### src/sv/ble_pkg.sv
// shared widths, register indexes and reset values of the battery level estimator
package ble_pkg;

  localparam int SAMPLE_W   = 12;
  localparam int LEVEL_W    = 12;
  localparam int PCT_W      = 7;
  localparam int GAIN_W     = 20;
  localparam int OFFSET_W   = 16;
  localparam int THR_W      = 12;
  localparam int GAIN_FRAC  = 16;
  localparam int PROD_W     = GAIN_W + LEVEL_W;
  localparam int SCALED_W   = PROD_W - GAIN_FRAC;
  localparam int CFG_IDX_W  = 2;
  localparam int CFG_DATA_W = 20;

  localparam logic [CFG_IDX_W-1:0] CFG_SCALE_GAIN   = 2'd0;
  localparam logic [CFG_IDX_W-1:0] CFG_EMPTY_OFFSET = 2'd1;
  localparam logic [CFG_IDX_W-1:0] CFG_CHANGE_THR   = 2'd2;

  localparam logic [GAIN_W-1:0]   GAIN_RST   = 20'd19360;
  localparam logic [OFFSET_W-1:0] OFFSET_RST = 16'd300;
  localparam logic [THR_W-1:0]    THR_RST    = 12'd10;

  localparam logic [PCT_W-1:0] PCT_MAX = 7'd100;

endpackage

### src/sv/ble_if.sv
// handshake channels of the battery level estimator: samples, reports and register writes
interface ble_in_if import ble_pkg::*; ();
  logic                valid;
  logic                ready;
  logic [SAMPLE_W-1:0] sample;

  modport source (output valid, output sample, input ready);
  modport sink   (input valid, input sample, output ready);
endinterface

interface ble_out_if import ble_pkg::*; ();
  logic               valid;
  logic               ready;
  logic [PCT_W-1:0]   percent;
  logic [LEVEL_W-1:0] filtered_level;

  modport source (output valid, output percent, output filtered_level, input ready);
  modport sink   (input valid, input percent, input filtered_level, output ready);
endinterface

interface ble_cfg_if import ble_pkg::*; ();
  logic                  valid;
  logic                  ready;
  logic [CFG_IDX_W-1:0]  index;
  logic [CFG_DATA_W-1:0] data;

  modport source (output valid, output index, output data, input ready);
  modport sink   (input valid, input index, input data, output ready);
endinterface

### src/sv/battery_level_estimator.sv
// battery level estimator: takes one converter sample per cycle; every BLOCK_LEN samples the
// block mean enters a WINDOW_LEN-entry moving average, and a percent report follows when the
// filtered level moves by more than change_threshold (or the previous level was zero). The
// pipeline runs eight stages from the accepting edge to the output register. All stages
// advance together whenever the output register is empty or being drained, so a sample is
// taken every cycle unless a report sits unread. Register writes are always taken.
module battery_level_estimator import ble_pkg::*; #(
  parameter int WINDOW_LEN = 10,
  parameter int BLOCK_LEN  = 10
) (
  input logic      clk,
  input logic      rst_n,
  ble_in_if.sink   in_chan,
  ble_out_if.source out_chan,
  ble_cfg_if.sink  cfg_chan
);

  localparam int BSUM_W = $clog2(BLOCK_LEN * (2 ** SAMPLE_W));
  localparam int WSUM_W = $clog2(WINDOW_LEN * (2 ** LEVEL_W));
  localparam int CNT_W  = (BLOCK_LEN > 1) ? $clog2(BLOCK_LEN) : 1;
  localparam int PTR_W  = $clog2(WINDOW_LEN);
  // reciprocals rounded down; one correction step restores the exact quotient
  localparam logic [BSUM_W:0] BLK_M = (BSUM_W+1)'((1 << BSUM_W) / BLOCK_LEN);
  localparam logic [WSUM_W:0] WIN_M = (WSUM_W+1)'((1 << WSUM_W) / WINDOW_LEN);

  // configuration
  logic [GAIN_W-1:0]   gain_r;
  logic [OFFSET_W-1:0] offset_r;
  logic [THR_W-1:0]    thr_r;

  // state
  logic [BSUM_W-1:0]  block_sum_r;
  logic [CNT_W-1:0]   block_count_r;
  logic [LEVEL_W-1:0] window_r [WINDOW_LEN];
  logic [WSUM_W-1:0]  window_sum_r;
  logic [PTR_W-1:0]   wr_ptr_r;
  logic [LEVEL_W-1:0] prev_level_r;

  // pipeline
  logic               s1_vld_r, s2_vld_r, s3_vld_r, s4_vld_r, s5_vld_r, s6_vld_r, s7_vld_r;
  logic [BSUM_W-1:0]  s1_total_r, s2_total_r;
  logic [LEVEL_W-1:0] s2_q_r, s3_mean_r;
  logic [WSUM_W-1:0]  s4_wsum_r, s5_wsum_r;
  logic [LEVEL_W-1:0] s5_q_r, s6_level_r, s7_level_r;
  logic [PROD_W-1:0]  s7_prod_r;
  logic               out_valid_r;
  logic [PCT_W-1:0]   out_pct_r;
  logic [LEVEL_W-1:0] out_level_r;

  logic                   adv, acc;
  logic [BSUM_W-1:0]      blk_total;
  logic                   blk_last;
  logic [2*BSUM_W:0]      blk_prod;
  logic [BSUM_W-1:0]      blk_qd, blk_rem;
  logic [LEVEL_W-1:0]     blk_mean;
  logic [WSUM_W-1:0]      win_sum_nxt;
  logic [PTR_W-1:0]       wr_ptr_nxt;
  logic [2*WSUM_W:0]      win_prod;
  logic [WSUM_W-1:0]      win_qd, win_rem;
  logic [LEVEL_W-1:0]     level, lvl_diff;
  logic                   report;
  logic [PROD_W-1:0]      prod_nxt;
  logic [SCALED_W-1:0]    scaled, pct_diff;
  logic [PCT_W-1:0]       pct_nxt;

  assign adv            = !out_valid_r || out_chan.ready;
  assign acc            = in_chan.valid && adv;
  assign in_chan.ready  = adv;
  assign cfg_chan.ready = 1'b1;

  assign out_chan.valid          = out_valid_r;
  assign out_chan.percent        = out_pct_r;
  assign out_chan.filtered_level = out_level_r;

  // block accumulation
  assign blk_total = block_sum_r + BSUM_W'(in_chan.sample);
  assign blk_last  = (block_count_r == CNT_W'(BLOCK_LEN - 1));

  // block mean: estimate, then correct by one
  assign blk_prod = (2*BSUM_W+1)'(s1_total_r) * (2*BSUM_W+1)'(BLK_M);
  assign blk_qd   = BSUM_W'(s2_q_r) * BSUM_W'(BLOCK_LEN);
  assign blk_rem  = s2_total_r - blk_qd;
  assign blk_mean = s2_q_r + LEVEL_W'(blk_rem >= BSUM_W'(BLOCK_LEN));

  // window update with running sum
  assign win_sum_nxt = window_sum_r - WSUM_W'(window_r[wr_ptr_r]) + WSUM_W'(s3_mean_r);
  assign wr_ptr_nxt  = (wr_ptr_r == PTR_W'(WINDOW_LEN - 1)) ? '0 : wr_ptr_r + 1'b1;

  // window mean and change test
  assign win_prod = (2*WSUM_W+1)'(s4_wsum_r) * (2*WSUM_W+1)'(WIN_M);
  assign win_qd   = WSUM_W'(s5_q_r) * WSUM_W'(WINDOW_LEN);
  assign win_rem  = s5_wsum_r - win_qd;
  assign level    = s5_q_r + LEVEL_W'(win_rem >= WSUM_W'(WINDOW_LEN));
  assign lvl_diff = (level > prev_level_r) ? level - prev_level_r : prev_level_r - level;
  assign report   = (prev_level_r == '0) || (lvl_diff > thr_r);

  // scaling and clamp
  assign prod_nxt = PROD_W'(gain_r) * PROD_W'(s6_level_r);
  assign scaled   = s7_prod_r[PROD_W-1:GAIN_FRAC];
  assign pct_diff = scaled - SCALED_W'(offset_r);

  always_comb begin
    priority if (scaled < SCALED_W'(offset_r)) begin
      pct_nxt = '0;
    end else if (pct_diff > SCALED_W'(PCT_MAX)) begin
      pct_nxt = PCT_MAX;
    end else begin
      pct_nxt = pct_diff[PCT_W-1:0];
    end
  end

  always_ff @(posedge clk) begin
    if (!rst_n) begin
      gain_r   <= GAIN_RST;
      offset_r <= OFFSET_RST;
      thr_r    <= THR_RST;
    end else if (cfg_chan.valid) begin
      unique case (cfg_chan.index)
        CFG_SCALE_GAIN:   gain_r   <= cfg_chan.data[GAIN_W-1:0];
        CFG_EMPTY_OFFSET: offset_r <= cfg_chan.data[OFFSET_W-1:0];
        CFG_CHANGE_THR:   thr_r    <= cfg_chan.data[THR_W-1:0];
        default: ;
      endcase
    end
  end

  always_ff @(posedge clk) begin
    if (!rst_n) begin
      block_sum_r   <= '0;
      block_count_r <= '0;
      window_sum_r  <= '0;
      wr_ptr_r      <= '0;
      prev_level_r  <= '0;
      for (int i = 0; i < WINDOW_LEN; i++) begin
        window_r[i] <= '0;
      end
      s1_vld_r    <= 1'b0;
      s2_vld_r    <= 1'b0;
      s3_vld_r    <= 1'b0;
      s4_vld_r    <= 1'b0;
      s5_vld_r    <= 1'b0;
      s6_vld_r    <= 1'b0;
      s7_vld_r    <= 1'b0;
      out_valid_r <= 1'b0;
    end else if (adv) begin
      if (acc) begin
        if (blk_last) begin
          block_sum_r   <= '0;
          block_count_r <= '0;
        end else begin
          block_sum_r   <= blk_total;
          block_count_r <= block_count_r + 1'b1;
        end
      end
      if (s3_vld_r) begin
        window_r[wr_ptr_r] <= s3_mean_r;
        window_sum_r       <= win_sum_nxt;
        wr_ptr_r           <= wr_ptr_nxt;
      end
      // previous level follows every completed block, reported or not
      if (s5_vld_r) begin
        prev_level_r <= level;
      end
      s1_vld_r    <= acc && blk_last;
      s2_vld_r    <= s1_vld_r;
      s3_vld_r    <= s2_vld_r;
      s4_vld_r    <= s3_vld_r;
      s5_vld_r    <= s4_vld_r;
      s6_vld_r    <= s5_vld_r && report;
      s7_vld_r    <= s6_vld_r;
      out_valid_r <= s7_vld_r;
    end
  end

  always_ff @(posedge clk) begin
    if (adv) begin
      s1_total_r  <= blk_total;
      s2_total_r  <= s1_total_r;
      s2_q_r      <= blk_prod[BSUM_W +: LEVEL_W];
      s3_mean_r   <= blk_mean;
      s4_wsum_r   <= win_sum_nxt;
      s5_wsum_r   <= s4_wsum_r;
      s5_q_r      <= win_prod[WSUM_W +: LEVEL_W];
      s6_level_r  <= level;
      s7_level_r  <= s6_level_r;
      s7_prod_r   <= prod_nxt;
      out_pct_r   <= pct_nxt;
      out_level_r <= s7_level_r;
    end
  end

endmodule

### src/flat_wrapper.sv
// flat-port wrapper written by rule: the top's interface ports become plain ports
module battery_level_estimator_flat import ble_pkg::*;
#(
  parameter int WINDOW_LEN = 10,
  parameter int BLOCK_LEN  = 10
)
  (clk, rst_n, in_chan_valid, in_chan_sample, in_chan_ready, out_chan_valid, out_chan_percent, out_chan_filtered_level, out_chan_ready, cfg_chan_valid, cfg_chan_index, cfg_chan_data, cfg_chan_ready);
  ble_in_if in_chan_i ();
  ble_out_if out_chan_i ();
  ble_cfg_if cfg_chan_i ();
  input logic clk;
  input logic rst_n;
  input wire logic [$bits(in_chan_i.valid)-1:0] in_chan_valid;
  input wire logic [$bits(in_chan_i.sample)-1:0] in_chan_sample;
  output wire logic [$bits(in_chan_i.ready)-1:0] in_chan_ready;
  output wire logic [$bits(out_chan_i.valid)-1:0] out_chan_valid;
  output wire logic [$bits(out_chan_i.percent)-1:0] out_chan_percent;
  output wire logic [$bits(out_chan_i.filtered_level)-1:0] out_chan_filtered_level;
  input wire logic [$bits(out_chan_i.ready)-1:0] out_chan_ready;
  input wire logic [$bits(cfg_chan_i.valid)-1:0] cfg_chan_valid;
  input wire logic [$bits(cfg_chan_i.index)-1:0] cfg_chan_index;
  input wire logic [$bits(cfg_chan_i.data)-1:0] cfg_chan_data;
  output wire logic [$bits(cfg_chan_i.ready)-1:0] cfg_chan_ready;
  assign in_chan_i.valid = in_chan_valid;
  assign in_chan_i.sample = in_chan_sample;
  assign in_chan_ready = in_chan_i.ready;
  assign out_chan_valid = out_chan_i.valid;
  assign out_chan_percent = out_chan_i.percent;
  assign out_chan_filtered_level = out_chan_i.filtered_level;
  assign out_chan_i.ready = out_chan_ready;
  assign cfg_chan_i.valid = cfg_chan_valid;
  assign cfg_chan_i.index = cfg_chan_index;
  assign cfg_chan_i.data = cfg_chan_data;
  assign cfg_chan_ready = cfg_chan_i.ready;
  battery_level_estimator #(.WINDOW_LEN(WINDOW_LEN), .BLOCK_LEN(BLOCK_LEN)) u_core (.clk(clk), .rst_n(rst_n), .in_chan(in_chan_i), .out_chan(out_chan_i), .cfg_chan(cfg_chan_i));
endmodule
### config.mk
export PLATFORM = sky130hd
export DESIGN_NAME = battery_level_estimator_flat
export DESIGN_NICKNAME = d
export VERILOG_FILES = /design/src/sv/ble_pkg.sv /design/src/sv/ble_if.sv /design/src/sv/battery_level_estimator.sv /design/src/flat_wrapper.sv
export SDC_FILE = /design/constraint.sdc
export NUM_CORES = 2
export LEC_CHECK = 0
export ABC_AREA = 1
export BUFFER_PORTS_ARGS = -buffer_cell sky130_fd_sc_hd__buf_2
export CAP_MARGIN = 20
export CORE_ASPECT_RATIO = 0.9
export CORE_MARGIN = 4
export CORE_UTILIZATION = 45
export DETAILED_ROUTE_END_ITERATION = 6
export PLACE_DENSITY = 0.7
export SYNTH_ARGS = -nofsm -noshare
export SYNTH_HDL_FRONTEND = slang
export SYNTH_SLANG_ARGS = --single-unit
### constraint.sdc
create_clock -name clk -period 12.3 [get_ports clk]
set_input_delay 2.46 -clock clk [delete_from_list [all_inputs] [get_ports clk]]
set_output_delay 2.46 -clock clk [all_outputs]
set_load 0.02 [all_outputs]
==> flow_summary.ini <==
[status]
status = finished, final reports clean

[floorplan]
die_area_mm2 = 0.0921
core.rowCount = 102
die_w_um = 319
num_io_pins = 61
initial_utilization_pct = 45.5
die_h_um = 288
design.core.area_mm2 = 0.0863

[yosys]
yosys_most_used_dff = sky130_fd_sc_hd__edfxtp_1
net_count_after_synthesis = 5272
synth-edff-count = 349
post_synth_inst_count = 4509
post_synthesis_instance_area_mm2 = 0.0393
post_synth_num_cell_types = 56
yosysSeqAreaShare_pct = 32.4
synthesized_area_per_cell_um2 = 8.71
ys.warnings.count = 0
async_flop_share_pct = 0
post_synthesis_sequential_element_count = 461

[clock_tree]
clkLatencyLatePin_ns = 0.65
cts.path.max_buffers = 3
cts_num_sinks = 461
cts_hold_repair.buffers = 0
cts_resized = 0
post_cts_buffers = 0
cts_tree = built
clk_root_buffer_cell = sky130_fd_sc_hd__clkbuf_16
cts.clk_slew.worst_paths_ns = 0.06
cts_buffers = 51
clock_tree.htree_level_count = 2

[route]
drt_wl_total_um = 94000
drt_first_pass_iters = 7
post_drt_via_cell_ratio = 5.18
wire_per_inst_um = 16.5
first_iter_violations = 1989
ant_nets = 0
drcViolationCount = 0
vias = 29600

[flow_run]
max-cap-violations = 0

[timing]
maximum_clock_rate_mhz = 127
worst_slew_pin_slew_ns = 1.16
min_period_ns = 7.88
grt_setup_unrepaired = no
worst_clock_skew_ns = 0.0662
total_setup_violations_reported_at_the_end_of_the_flow = 0
finalHoldViolations = 0
timing_max_transition_violations_final = 0
setup_total_negative_slack_ns = 0
max-slew-margin-rel_pct = 22.8
finalCritPeriodShare_pct = 64.1

[placement]
placement.io_buffers = 59
final_estimated_routing_congestion_in_global_placement = 0.885
detail_placement_hpwl_um = 71700
dp_cells = 5611

[grt]
grt_start_max_net_pins = 87
grt-ovfl-total = 0
initial_antenna_violation_count = 0
track_usage_pct = 20.5
grt_first_pass_wirelength_um = 154000
first_global_vias = 30000

[worst_setup_path]
required_ns = 12.76
critical_path.max_fanout = 13
type_of_origin_of_the_critical_path = flip-flop
critical_path.startpoint = u_core.s5_q_r[3]$_DFFE_PN_
timing.critical_path.to_type = flip-flop
cp_slowest_stage_delay_ns = 0.52
crit_arrival_ns = 8.34
r2r_end = u_core.s6_vld_r$_SDFFE_PN0N_
critPathCapture = u_core.s6_vld_r$_SDFFE_PN0N_
crit-reg2reg-launch = u_core.s5_q_r[3]$_DFFE_PN_
worst-r2r-cell-count = 44
worst-setup-path-type = flip-flop to flip-flop
worst_path_max_delay_cell = sky130_fd_sc_hd__fa_1
rrSetupSlack_ns = 4.42

[worst_hold_path]
hold_class = flip-flop to flip-flop

[cells_and_area]
layout-drive-gt1-share_pct = 4.84
area_growth_syn_to_layout_pct = 8.27
layout.core_utilization_pct = 49.3
final_common_cell = sky130_fd_sc_hd__inv_1
antenna_cells = 0
final_net_count = 5287
layoutNonFillerInstCount = 5711
layout.cells.most_common_list = sky130_fd_sc_hd__inv_1, sky130_fd_sc_hd__nand2_1, sky130_fd_sc_hd__ha_1, sky130_fd_sc_hd__edfxtp_1, sky130_fd_sc_hd__nor2_1
## area by class of cell
type	count	area [um^2]
fillers	8159	43800
multi-input cells	3017	22600
inverters	912	3430
repair buffers	81	488
flip-flops and latches	461	12700
clock inverters	36	473
clock buffers	60	1340
well taps	1144	1430
## flip-flops by register name, indices dropped and copies added (netlist names), 16 cells and up, named ones only
signal and count:
u_core.s4_wsum_r 16, u_core.window_r 192, u_core.gain_r 20, u_core.window_sum_r 16, u_core.s7_prod_r 16, u_core.s1_total_r 16
u_core.block_sum_r 16, u_core.offset_r 16
## synthesized netlist by cell type, drive strengths merged (10+ instances only)
library cell,n,area [um^2]
o22ai,10,62.6
nor3,35,191
ha,411,5140
xor2,87,762
o21ai,212,1060
o211ai,57,428
nand4,31,194
o21bai,20,150
nor2,348,1350
nand3b,13,97.6
fa,313,6270
a21oi,265,1330
a31oi,18,113
mux2i,48,480
and2,13,81.3
a21o,19,143
dfxtp,112,2240
buf,34,183
nand2,872,3300
xnor2,30,263
edfxtp,349,10500
clkbuf,85,322
nand3,169,876
inv,912,3430
## per-layer routing
layer	wire [um]	global-route usage, %	share of wire (%)	vias up
li1	-	-	-	14500
met1	43700	28.9	46	14100
met2	42100	33.5	45	836
met3	5840	2.87	6.2	142
met4	2340	5.53	2.5	0
met5	0	0	0	-
## kinds of logic after synthesis
logic type,after synthesis,share of synthesized area [%]
compound gates,629,8.94
fa+ha+maj,724,29.0
buf+inv,1031,10.0
flops,461,32.4
simple gates,1498,15.8
other cells,1,0.00955
xor+xnor,117,2.61
mux,48,1.22
## stage by stage
stage	hold slack (ns)	instance area, um^2	setup slack (ns)
floorplan	0.400	39300	5.76
global placement	0.403	40700	4.62
detailed placement	0.407	40700	4.49
CTS	0.421	42500	4.36
global route	0.422	42500	3.56
finish	0.419	42500	4.42
## worst min-delay path by stage
stage               slack, ns                                           to  cells after the start                            from
floorplan                0.40  u_core.out_chan.filtered_level[0]$_DFFE_PN_                      0  u_core.s7_level_r[0]$_DFFE_PN_
global placement         0.40  u_core.out_chan.filtered_level[7]$_DFFE_PN_                      0  u_core.s7_level_r[7]$_DFFE_PN_
detailed placement       0.41  u_core.out_chan.filtered_level[7]$_DFFE_PN_                      0  u_core.s7_level_r[7]$_DFFE_PN_
CTS                      0.42  u_core.out_chan.filtered_level[8]$_DFFE_PN_                      0  u_core.s7_level_r[8]$_DFFE_PN_
global route             0.42  u_core.out_chan.filtered_level[7]$_DFFE_PN_                      0  u_core.s7_level_r[7]$_DFFE_PN_
finish                   0.42  u_core.out_chan.filtered_level[7]$_DFFE_PN_                      0  u_core.s7_level_r[7]$_DFFE_PN_
## critical path, delay by kind of cell (launching register included)
kind / cells / cell delay [ns]
xor gates and xnor gates: 2 / 0.38
and+or+nand+nor: 22 / 2.66
adders and majority gates: 8 / 2.51
buffers and inverters: 6 / 0.58
AOI/OAI and AO/OA: 6 / 1.10
DFF: 1 / 0.50
Power is not shown: default switching activity piles up to over one toggle a cycle in this logic, so the estimate is an artifact.
